## src/rtl/mfmd_pkg.sv

```systemverilog
// ----------------------------------------------------------------------------
// mfmd_pkg
// Shared types and constants for the market feed message decoder.
// ----------------------------------------------------------------------------
`default_nettype none

package mfmd_pkg;

    // message type bytes
    localparam logic [7:0] TYPE_ADD      = 8'h41;  // 'A'
    localparam logic [7:0] TYPE_ADD_MPID = 8'h46;  // 'F'
    localparam logic [7:0] TYPE_EXEC     = 8'h45;  // 'E'
    localparam logic [7:0] TYPE_EXEC_PX  = 8'h43;  // 'C'
    localparam logic [7:0] TYPE_CANCEL   = 8'h58;  // 'X'
    localparam logic [7:0] TYPE_DELETE   = 8'h44;  // 'D'
    localparam logic [7:0] TYPE_REPLACE  = 8'h55;  // 'U'
    localparam logic [7:0] TYPE_TRADE    = 8'h50;  // 'P'
    localparam logic [7:0] TYPE_DIR      = 8'h52;  // 'R'

    localparam logic [7:0] SIDE_BUY = 8'h42;       // 'B'

    // event kinds
    localparam logic [3:0] KIND_ADD     = 4'd0;
    localparam logic [3:0] KIND_EXEC    = 4'd1;
    localparam logic [3:0] KIND_CANCEL  = 4'd2;
    localparam logic [3:0] KIND_DELETE  = 4'd3;
    localparam logic [3:0] KIND_REPLACE = 4'd4;
    localparam logic [3:0] KIND_TRADE   = 4'd5;
    localparam logic [3:0] KIND_DIR     = 4'd6;
    localparam logic [3:0] KIND_IGNORED = 4'd7;
    localparam logic [3:0] KIND_ERROR   = 4'd8;

    // minimum message lengths per type
    localparam logic [15:0] MIN_LEN_TYPED   = 16'd3;
    localparam logic [15:0] MIN_LEN_ADD     = 16'd36;
    localparam logic [15:0] MIN_LEN_EXEC    = 16'd32;
    localparam logic [15:0] MIN_LEN_CANCEL  = 16'd20;
    localparam logic [15:0] MIN_LEN_DELETE  = 16'd12;
    localparam logic [15:0] MIN_LEN_REPLACE = 16'd36;
    localparam logic [15:0] MIN_LEN_TRADE   = 16'd44;
    localparam logic [15:0] MIN_LEN_DIR     = 16'd40;
    localparam logic [15:0] MIN_LEN_ANY     = 16'd2;

    localparam logic [38:0] PRICE_SCALE = 39'd100;

    // capture stage to event build
    typedef struct packed {
        logic        emit;        // last byte of a message accepted this cycle
        logic [15:0] msg_size;    // effective length, current byte included
        logic [7:0]  msg_type;    // effective type, current byte included
        logic [63:0] first_ref;
        logic [63:0] second_ref;
        logic [31:0] shares;
        logic [38:0] scaled_price;
        logic [31:0] mpid;
        logic [7:0]  side;
        logic [7:0]  locate;
    } cap_t;

    // one decoded event
    typedef struct packed {
        logic [3:0]  event_kind;
        logic [63:0] order_ref;
        logic [63:0] new_order_ref;
        logic [31:0] share_count;
        logic [38:0] scaled_price;
        logic        is_sell;
        logic [8:0]  symbol_number;
        logic [63:0] match_ref;
        logic [31:0] mpid_word;
        logic        mpid_present;
    } res_t;

    function automatic logic in_span(input logic [15:0] p, input logic [15:0] lo,
                                     input logic [15:0] hi);
        return (p >= lo) && (p <= hi);
    endfunction

endpackage

`default_nettype wire

```

## src/rtl/mfmd_field_capture.sv

```systemverilog
// ----------------------------------------------------------------------------
// mfmd_field_capture
// Tracks byte position in the length-prefixed stream and shifts in fields.
// ----------------------------------------------------------------------------
`default_nettype none

module mfmd_field_capture (
    input  wire logic           aclk,
    input  wire logic           aresetn,
    input  wire logic           beat,
    input  wire logic [7:0]     data,
    output mfmd_pkg::cap_t      cap
);

    logic [15:0] pos_reg,    pos_next;
    logic [15:0] size_reg,   size_next;
    logic [7:0]  type_reg,   type_next;
    logic [63:0] ref1_reg,   ref1_next;
    logic [63:0] ref2_reg,   ref2_next;
    logic [31:0] shares_reg, shares_next;
    logic [31:0] price_reg,  price_next;
    logic [31:0] mpid_reg,   mpid_next;
    logic [7:0]  side_reg,   side_next;
    logic [7:0]  locate_reg, locate_next;
    logic [38:0] scaled_reg;

    logic [15:0] size_eff;
    logic [15:0] size_raw;
    logic [7:0]  type_eff;
    logic        addlike, exec, hasref, last;

    always_comb begin
        size_raw = {size_reg[15:8], data};
        if (pos_reg == 16'd1) begin
            size_eff = (size_raw < mfmd_pkg::MIN_LEN_ANY) ? mfmd_pkg::MIN_LEN_ANY : size_raw;
        end else begin
            size_eff = size_reg;
        end
        type_eff = (pos_reg == 16'd2) ? data : type_reg;
        last = (pos_reg != 16'd0) && (({1'b0, pos_reg} + 17'd1) >= {1'b0, size_eff});
    end

    always_comb begin
        addlike = (type_reg == mfmd_pkg::TYPE_ADD) || (type_reg == mfmd_pkg::TYPE_ADD_MPID)
               || (type_reg == mfmd_pkg::TYPE_TRADE);
        exec    = (type_reg == mfmd_pkg::TYPE_EXEC) || (type_reg == mfmd_pkg::TYPE_EXEC_PX);
        hasref  = addlike || exec || (type_reg == mfmd_pkg::TYPE_CANCEL)
               || (type_reg == mfmd_pkg::TYPE_DELETE) || (type_reg == mfmd_pkg::TYPE_REPLACE);

        pos_next    = pos_reg;
        size_next   = size_reg;
        type_next   = type_reg;
        ref1_next   = ref1_reg;
        ref2_next   = ref2_reg;
        shares_next = shares_reg;
        price_next  = price_reg;
        mpid_next   = mpid_reg;
        side_next   = side_reg;
        locate_next = locate_reg;

        if (beat) begin
            if (pos_reg == 16'd0) begin
                size_next = {data, 8'h00};
            end else if (pos_reg == 16'd1) begin
                size_next = size_eff;
            end else if (pos_reg == 16'd2) begin
                // new message: clear the field registers
                type_next   = data;
                ref1_next   = '0;
                ref2_next   = '0;
                shares_next = '0;
                price_next  = '0;
                mpid_next   = '0;
                side_next   = '0;
                locate_next = '0;
            end else begin
                if (hasref && mfmd_pkg::in_span(pos_reg, 16'd3, 16'd10)) begin
                    ref1_next = {ref1_reg[55:0], data};
                end
                if (((type_reg == mfmd_pkg::TYPE_REPLACE)
                        && mfmd_pkg::in_span(pos_reg, 16'd11, 16'd18))
                    || (exec && mfmd_pkg::in_span(pos_reg, 16'd15, 16'd22))
                    || ((type_reg == mfmd_pkg::TYPE_TRADE)
                        && mfmd_pkg::in_span(pos_reg, 16'd21, 16'd28))) begin
                    ref2_next = {ref2_reg[55:0], data};
                end
                if ((addlike && mfmd_pkg::in_span(pos_reg, 16'd12, 16'd15))
                    || ((exec || (type_reg == mfmd_pkg::TYPE_CANCEL))
                        && mfmd_pkg::in_span(pos_reg, 16'd11, 16'd14))
                    || ((type_reg == mfmd_pkg::TYPE_REPLACE)
                        && mfmd_pkg::in_span(pos_reg, 16'd19, 16'd22))) begin
                    shares_next = {shares_reg[23:0], data};
                end
                if ((addlike && mfmd_pkg::in_span(pos_reg, 16'd17, 16'd20))
                    || ((type_reg == mfmd_pkg::TYPE_REPLACE)
                        && mfmd_pkg::in_span(pos_reg, 16'd23, 16'd26))) begin
                    price_next = {price_reg[23:0], data};
                end
                if (addlike && (pos_reg == 16'd11)) begin
                    side_next = data;
                end
                if ((addlike && (pos_reg == 16'd16))
                    || ((type_reg == mfmd_pkg::TYPE_DIR) && (pos_reg == 16'd3))) begin
                    locate_next = data;
                end
                if ((type_reg == mfmd_pkg::TYPE_ADD_MPID)
                    && mfmd_pkg::in_span(pos_reg, 16'd21, 16'd24)) begin
                    mpid_next = {mpid_reg[23:0], data};
                end
            end
            pos_next = last ? 16'd0 : pos_reg + 16'd1;
        end
    end

    always_ff @(posedge aclk) begin
        if (!aresetn) begin
            pos_reg <= '0;
        end else begin
            pos_reg <= pos_next;
        end
    end

    always_ff @(posedge aclk) begin
        size_reg   <= size_next;
        type_reg   <= type_next;
        ref1_reg   <= ref1_next;
        ref2_reg   <= ref2_next;
        shares_reg <= shares_next;
        price_reg  <= price_next;
        mpid_reg   <= mpid_next;
        side_reg   <= side_next;
        locate_reg <= locate_next;
        // price lands many bytes before the last byte, so scaling is registered
        scaled_reg <= 39'(price_reg) * mfmd_pkg::PRICE_SCALE;
    end

    always_comb begin
        cap.emit         = beat && last;
        cap.msg_size     = size_eff;
        cap.msg_type     = type_eff;
        cap.first_ref    = ref1_reg;
        cap.second_ref   = ref2_reg;
        cap.shares       = shares_reg;
        cap.scaled_price = scaled_reg;
        cap.mpid         = mpid_reg;
        cap.side         = side_reg;
        cap.locate       = locate_reg;
    end

endmodule

`default_nettype wire

```

## src/rtl/mfmd_symbol_map.sv

```systemverilog
// ----------------------------------------------------------------------------
// mfmd_symbol_map
// Maps locate codes to dense symbol ids, assigned in order of first sight.
// ----------------------------------------------------------------------------
`default_nettype none

module mfmd_symbol_map #(
    parameter int LOCATE_ENTRIES = 256
) (
    input  wire logic       aclk,
    input  wire logic       aresetn,
    input  wire logic [7:0] locate,
    input  wire logic       lookup,
    output logic [8:0]      symbol
);

    localparam int          IDX_W     = $clog2(LOCATE_ENTRIES);
    localparam int          RECIP     = (65536 + LOCATE_ENTRIES - 1) / LOCATE_ENTRIES;
    localparam logic [23:0] RECIP_W   = 24'(RECIP);
    localparam logic [15:0] ENTRIES_W = 16'(LOCATE_ENTRIES);

    logic [8:0]                sym_mem [LOCATE_ENTRIES];
    logic [LOCATE_ENTRIES-1:0] valid_reg;
    logic [8:0]                next_sym_reg;
    logic [8:0]                rd_data_reg;
    logic [7:0]                quot_reg;
    logic [IDX_W-1:0]          idx_reg;

    logic [23:0] quot_prod;
    logic [15:0] rem_full;
    logic        hit;

    // locate mod entries by reciprocal multiply; exact for 8-bit locates
    always_comb begin
        quot_prod = 24'(locate) * RECIP_W;
        rem_full  = 16'(locate) - (16'(quot_reg) * ENTRIES_W);
        hit       = valid_reg[idx_reg];
        symbol    = hit ? rd_data_reg : next_sym_reg;
    end

    always_ff @(posedge aclk) begin
        quot_reg    <= quot_prod[23:16];
        idx_reg     <= rem_full[IDX_W-1:0];
        rd_data_reg <= sym_mem[idx_reg];
        if (lookup && !hit) begin
            sym_mem[idx_reg] <= next_sym_reg;
        end
    end

    always_ff @(posedge aclk) begin
        if (!aresetn) begin
            valid_reg    <= '0;
            next_sym_reg <= 9'd1;
        end else if (lookup && !hit) begin
            valid_reg[idx_reg] <= 1'b1;
            next_sym_reg       <= next_sym_reg + 9'd1;
        end
    end

endmodule

`default_nettype wire

```

## src/rtl/mfmd_out_skid.sv

```systemverilog
// ----------------------------------------------------------------------------
// mfmd_out_skid
// Output register with a skid stage so input ready is a registered signal.
// ----------------------------------------------------------------------------
`default_nettype none

module mfmd_out_skid (
    input  wire logic           aclk,
    input  wire logic           aresetn,
    input  wire logic           in_valid,
    input  wire mfmd_pkg::res_t in_data,
    output logic                in_ready,
    output logic                out_valid,
    output mfmd_pkg::res_t      out_data,
    input  wire logic           out_ready
);

    logic           out_valid_reg;
    logic           skid_valid_reg;
    mfmd_pkg::res_t out_data_reg;
    mfmd_pkg::res_t skid_data_reg;
    logic           out_free;

    assign out_free  = !out_valid_reg || out_ready;
    assign in_ready  = !skid_valid_reg;
    assign out_valid = out_valid_reg;
    assign out_data  = out_data_reg;

    always_ff @(posedge aclk) begin
        if (!aresetn) begin
            out_valid_reg  <= 1'b0;
            skid_valid_reg <= 1'b0;
        end else if (out_free) begin
            if (skid_valid_reg) begin
                out_valid_reg  <= 1'b1;
                skid_valid_reg <= 1'b0;
            end else begin
                out_valid_reg <= in_valid;
            end
        end else if (in_valid && in_ready) begin
            skid_valid_reg <= 1'b1;
        end
    end

    always_ff @(posedge aclk) begin
        if (out_free) begin
            out_data_reg <= skid_valid_reg ? skid_data_reg : in_data;
        end else if (in_valid && in_ready) begin
            skid_data_reg <= in_data;
        end
    end

endmodule

`default_nettype wire

```

## src/rtl/market_feed_message_decoder_core.sv

```systemverilog
// ----------------------------------------------------------------------------
// market_feed_message_decoder_core
// Byte-serial decoder for a length-prefixed market feed, one event per message.
// ----------------------------------------------------------------------------
// output: an event beat is registered in the output stage when the last byte
//   of its message is accepted, or held in the skid stage while m_axis stalls
// throughput: one byte per cycle (single capture pass) unless the skid is full
// reset: aresetn low clears byte position, symbol valid bits, next symbol id
//   and both output stages; no table clearing pass is needed
`default_nettype none

module market_feed_message_decoder_core #(
    parameter int LOCATE_ENTRIES = 256
) (
    input  wire logic         aclk,
    input  wire logic         aresetn,
    // input stream, one byte per beat
    input  wire logic         s_axis_tvalid,
    output logic              s_axis_tready,
    input  wire logic [7:0]   s_axis_tdata,   // stream_byte
    // decoded events
    output logic              m_axis_tvalid,
    input  wire logic         m_axis_tready,
    // order_ref[63:0], new_order_ref[127:64], share_count[159:128],
    // scaled_price[198:160], is_sell[199], symbol_number[208:200],
    // match_ref[272:209], mpid_word[304:273], mpid_present[305], zero pad
    output logic [311:0]      m_axis_tdata,
    output logic [3:0]        m_axis_tuser    // event_kind
);

    logic           in_beat;
    logic           in_ready;
    mfmd_pkg::cap_t cap;
    mfmd_pkg::res_t res;
    mfmd_pkg::res_t out_res;
    logic [8:0]     symbol;
    logic           sym_lookup;
    logic           is_sell;

    assign in_beat       = s_axis_tvalid && in_ready;
    assign s_axis_tready = in_ready;

    // position tracking and field shift registers
    mfmd_field_capture u_capture (
        .aclk    (aclk),
        .aresetn (aresetn),
        .beat    (in_beat),
        .data    (s_axis_tdata),
        .cap     (cap)
    );

    // locate to dense symbol id; table read is pipelined off the stored
    // locate byte, which is captured long before the message ends
    mfmd_symbol_map #(
        .LOCATE_ENTRIES (LOCATE_ENTRIES)
    ) u_symbol_map (
        .aclk    (aclk),
        .aresetn (aresetn),
        .locate  (cap.locate),
        .lookup  (sym_lookup),
        .symbol  (symbol)
    );

    // event build: kind from type and length, unused fields forced to zero
    always_comb begin
        res     = '0;
        is_sell = (cap.side != mfmd_pkg::SIDE_BUY);

        if (cap.msg_size < mfmd_pkg::MIN_LEN_TYPED) begin
            // no type byte at all
            res.event_kind = mfmd_pkg::KIND_ERROR;
        end else begin
            unique case (cap.msg_type) inside
                mfmd_pkg::TYPE_ADD, mfmd_pkg::TYPE_ADD_MPID: begin
                    if (cap.msg_size < mfmd_pkg::MIN_LEN_ADD) begin
                        res.event_kind = mfmd_pkg::KIND_ERROR;
                    end else begin
                        res.event_kind    = mfmd_pkg::KIND_ADD;
                        res.order_ref     = cap.first_ref;
                        res.share_count   = cap.shares;
                        res.scaled_price  = cap.scaled_price;
                        res.is_sell       = is_sell;
                        res.symbol_number = symbol;
                        if (cap.msg_type == mfmd_pkg::TYPE_ADD_MPID) begin
                            res.mpid_word    = cap.mpid;
                            res.mpid_present = 1'b1;
                        end
                    end
                end
                mfmd_pkg::TYPE_EXEC, mfmd_pkg::TYPE_EXEC_PX: begin
                    if (cap.msg_size < mfmd_pkg::MIN_LEN_EXEC) begin
                        res.event_kind = mfmd_pkg::KIND_ERROR;
                    end else begin
                        res.event_kind  = mfmd_pkg::KIND_EXEC;
                        res.order_ref   = cap.first_ref;
                        res.share_count = cap.shares;
                        res.match_ref   = cap.second_ref;
                    end
                end
                mfmd_pkg::TYPE_CANCEL: begin
                    if (cap.msg_size < mfmd_pkg::MIN_LEN_CANCEL) begin
                        res.event_kind = mfmd_pkg::KIND_ERROR;
                    end else begin
                        res.event_kind  = mfmd_pkg::KIND_CANCEL;
                        res.order_ref   = cap.first_ref;
                        res.share_count = cap.shares;
                    end
                end
                mfmd_pkg::TYPE_DELETE: begin
                    if (cap.msg_size < mfmd_pkg::MIN_LEN_DELETE) begin
                        res.event_kind = mfmd_pkg::KIND_ERROR;
                    end else begin
                        res.event_kind = mfmd_pkg::KIND_DELETE;
                        res.order_ref  = cap.first_ref;
                    end
                end
                mfmd_pkg::TYPE_REPLACE: begin
                    if (cap.msg_size < mfmd_pkg::MIN_LEN_REPLACE) begin
                        res.event_kind = mfmd_pkg::KIND_ERROR;
                    end else begin
                        res.event_kind    = mfmd_pkg::KIND_REPLACE;
                        res.order_ref     = cap.first_ref;
                        res.new_order_ref = cap.second_ref;
                        res.share_count   = cap.shares;
                        res.scaled_price  = cap.scaled_price;
                    end
                end
                mfmd_pkg::TYPE_TRADE: begin
                    if (cap.msg_size < mfmd_pkg::MIN_LEN_TRADE) begin
                        res.event_kind = mfmd_pkg::KIND_ERROR;
                    end else begin
                        res.event_kind    = mfmd_pkg::KIND_TRADE;
                        res.order_ref     = cap.first_ref;
                        res.share_count   = cap.shares;
                        res.scaled_price  = cap.scaled_price;
                        res.is_sell       = is_sell;
                        res.symbol_number = symbol;
                        res.match_ref     = cap.second_ref;
                    end
                end
                mfmd_pkg::TYPE_DIR: begin
                    if (cap.msg_size < mfmd_pkg::MIN_LEN_DIR) begin
                        res.event_kind = mfmd_pkg::KIND_ERROR;
                    end else begin
                        res.event_kind    = mfmd_pkg::KIND_DIR;
                        res.symbol_number = symbol;
                    end
                end
                default: begin
                    res.event_kind = mfmd_pkg::KIND_IGNORED;
                end
            endcase
        end

        // only a valid add, trade or directory event assigns an id
        sym_lookup = cap.emit && ((res.event_kind == mfmd_pkg::KIND_ADD)
                                  || (res.event_kind == mfmd_pkg::KIND_TRADE)
                                  || (res.event_kind == mfmd_pkg::KIND_DIR));
    end

    // result register plus skid stage
    mfmd_out_skid u_out (
        .aclk      (aclk),
        .aresetn   (aresetn),
        .in_valid  (cap.emit),
        .in_data   (res),
        .in_ready  (in_ready),
        .out_valid (m_axis_tvalid),
        .out_data  (out_res),
        .out_ready (m_axis_tready)
    );

    assign m_axis_tuser = out_res.event_kind;
    assign m_axis_tdata = {6'b0,
                           out_res.mpid_present,
                           out_res.mpid_word,
                           out_res.match_ref,
                           out_res.symbol_number,
                           out_res.is_sell,
                           out_res.scaled_price,
                           out_res.share_count,
                           out_res.new_order_ref,
                           out_res.order_ref};

endmodule

`default_nettype wire
```

## config.mk

```make
export PLATFORM = sky130hd
export DESIGN_NAME = market_feed_message_decoder_core
export DESIGN_NICKNAME = d
export VERILOG_FILES = /design/src/rtl/mfmd_pkg.sv /design/src/rtl/mfmd_field_capture.sv /design/src/rtl/mfmd_symbol_map.sv /design/src/rtl/mfmd_out_skid.sv /design/src/rtl/market_feed_message_decoder_core.sv
export SDC_FILE = /design/constraint.sdc
export NUM_CORES = 2
export LEC_CHECK = 0
export CORE_UTILIZATION = 45
export DETAILED_ROUTE_END_ITERATION = 8
export DONT_BUFFER_PORTS = 1
export PLACE_DENSITY = 0.67
export SLEW_MARGIN = 20
export SYNTH_ARGS = -nofsm -noshare
export SYNTH_HDL_FRONTEND = slang
export SYNTH_HIERARCHICAL = 1
export SYNTH_SLANG_ARGS = --single-unit
```

## constraint.sdc

```tcl
create_clock -name aclk -period 189.2 [get_ports aclk]
set_input_delay 28.38 -clock aclk [delete_from_list [all_inputs] [get_ports aclk]]
set_output_delay 28.38 -clock aclk [all_outputs]
set_load 0.02 [all_outputs]
```

==> results.json <==
{
  "syn_area_per_cell_um2": 19.0,
  "ys_ff_latch": 3525,
  "place_inst": 11300,
  "start_kind": "input pin",
  "r2r_slack_ps": 180460,
  "htreeDepth": 5,
  "numCtsBuffers": 353,
  "nNetsFinal": 7644,
  "tightest_slew_ps": 1210,
  "die_h_um": 563,
  "p_leak_nw": 47.7,
  "start_util": 0.453,
  "hold_ws_ps": 345,
  "wl_per_cell_um": 29.5,
  "synthToLayoutAreaGrowth_pct": 11.4,
  "synth_flop_cell": "edfxtp_1",
  "ant_nets": 0,
  "cp_slowest_stage_delay_ps": 1090,
  "cts-root-buf": "clkbuf_16",
  "grt_max_degree": 289,
  "grt_usage": 0.219,
  "cts_tree": "built",
  "clk_path_buf_depth": 4,
  "routed_via_density": 6.01,
  "placed_area_um2": 146000,
  "totalWireLength_um": 351000,
  "cpMostUsedCell": "buf_4",
  "clock_sinks": 3525,
  "cp_slowest_cell": "nor2_1",
  "largest_reg_flops": 2304,
  "dp_hpwl_um": 212000,
  "ir_worst_vdd_v": 0.00000634,
  "post-route-period-util": 0.179,
  "final.setup.worst_slack_ps": 155370,
  "max-slew-margin-rel": 0.192,
  "async_flop_share": 0,
  "ys_types": 97,
  "fmax_ghz": 0.0296,
  "dieArea_um2": 317000,
  "min_path_type": "reg -> reg",
  "core_area_um2": 312000,
  "num_rows": 205,
  "antenna_found_initial": 8,
  "fin_area_um2": 158000,
  "busiest_layer": "met2",
  "route.vias.total": 71700,
  "grt_pass1_wl_um": 510000,
  "synth_edf_count": 3188,
  "gp_congestion": 0.898,
  "fin_cells": 11900,
  "grt_pass1_vias": 69900,
  "path_max_fanout": 67,
  "drt_iter0_drc": 9018,
  "hold_viol": 0,
  "post_cts_buffers": 0,
  "drc_errors": 0,
  "clock_latency_ps": 940,
  "final-max-slew-violation-count": 0,
  "drive_gt1_frac": 0.234,
  "power_mw": 1.57,
  "die-width_um": 563,
  "clock_skew_ps": 67.7,
  "ys_seq_area_frac": 0.723,
  "synth_warnings": 6,
  "worstPathArrival_ps": 34330,
  "fin_util": 0.505,
  "required_ps": 189690,
  "finalSetupViolCount": 0,
  "postSynthCellCount": 7452,
  "outcome": "complete, no violations",
  "syn-cell-area_um2": 142000,
  "met3_usage": 0.0454,
  "tns_ps": 0,
  "grt_overflow": 0,
  "crit_chain": "mux2i_1 > inv_1 > or2_2 > nor4_1 > a21bo_2 > buf_4 > a41oi_1 > a2111oi_4 > buf_4 > and4bb_1 > nand4_1 > nor2_1",
  "cts.clk_slew.worst_paths_ps": 50,
  "cts-hold-fix-buffers": 0,
  "gr-usage-met1": 0.322,
  "portBuffers": 0,
  "crit_type": "in -> reg",
  "io_pins": 330,
  "first_pass_iters": 7,
  "rsz0062_at_grt": "no",
  "use_met2": 0.330,
  "place_ws_ps": 154280,
  "drv_cap": 0,
  "cts.repair.resized": 0,
  "cp-end-kind": "flop",
  "finalCriticalPeriod_ps": 33830,
  "power_density_nw_per_um2": 9.96
}
[critical path, delay by kind of cell]
kind	cells	cell delay, ps
simple gates	5	3310
compound gates	3	1350
buf+inv	3	950
mux	1	310
[layout by cell type (no fill, tap or decap), types with 61 or more instances in the layout]
master / netlist / layout
mux2_4: 267 / 267
inv_1: 166 / 166
nand2_1: 275 / 270
edfxtp_1: 3188 / 3188
nor2_1: 331 / 329
mux2i_1: 104 / 104
ha_1: 123 / 123
o21a_1: 146 / 146
mux4_2: 762 / 762
buf_4: 22 / 106
clkinv_1: 3 / 61
and2_1: 262 / 261
a21oi_1: 67 / 64
o21ai_0: 182 / 182
dfxtp_1: 337 / 320
clkbuf_16: 0 / 358
clkbuf_1: 215 / 71
and3_1: 146 / 145
[power by group]
group          switching, mW  leakage, nW  internal [mW]  total [mW]
combinational         0.0141         13.2        0.00841      0.0225
clock                  0.295         5.66          0.410       0.705
sequential           0.00341         28.9          0.841       0.844
[area by class of cell]
cell class | count | area (um^2)
timing repair buffer | 121 | 1120
antenna | 4 | 10.0
tap | 4140 | 5180
multi-input combinational | 3312 | 36600
clock buffer | 443 | 9420
fill | 24400 | 155000
inverter | 169 | 634
sequential | 3525 | 103000
clock inverter | 206 | 2310
[worst paths after layout]
path,startpoint,endpoint,depth (start not counted)
max,s_axis_tdata[7],u_symbol_map/sym_mem[230][4],12
min,u_capture/locate_reg[0],u_symbol_map/idx_reg[0],0
max reg2reg,u_capture/pos_reg[8],u_symbol_map/sym_mem[230][4],16
min reg2reg,u_capture/locate_reg[0],u_symbol_map/idx_reg[0],0
[logic make-up after synthesis]
kind of cell	Yosys count	synth area share
simple gates	1286	0.0460
mux	1193	0.162
flops	3525	0.723
buf+inv	621	0.0213
fa+ha+maj	150	0.0147
xor+xnor	54	0.00334
compound gates	621	0.0294
other cells	2	0.0000530
[synth_stat cells, types with 146 or more instances]
cell type,n,share of area
and2_1,262,0.012
and3_1,146,0.0064
buf_2,151,0.0053
clkbuf_1,215,0.0057
dfxtp_1,337,0.048
edfxtp_1,3188,0.68
inv_1,166,0.0044
mux2_4,267,0.028
mux4_2,762,0.12
nand2_1,275,0.0073
nor2_1,331,0.0088
o21a_1,146,0.0077
o21ai_0,182,0.0064
[routing by layer]
metal / vias to the layer above / wire, um
met3: 536 / 36500
met2: 4266 / 159000
li1: 29700 / -
met4: 2 / 10400
met1: 37200 / 146000
met5: - / 64
(Power assumes the default switching activity.)
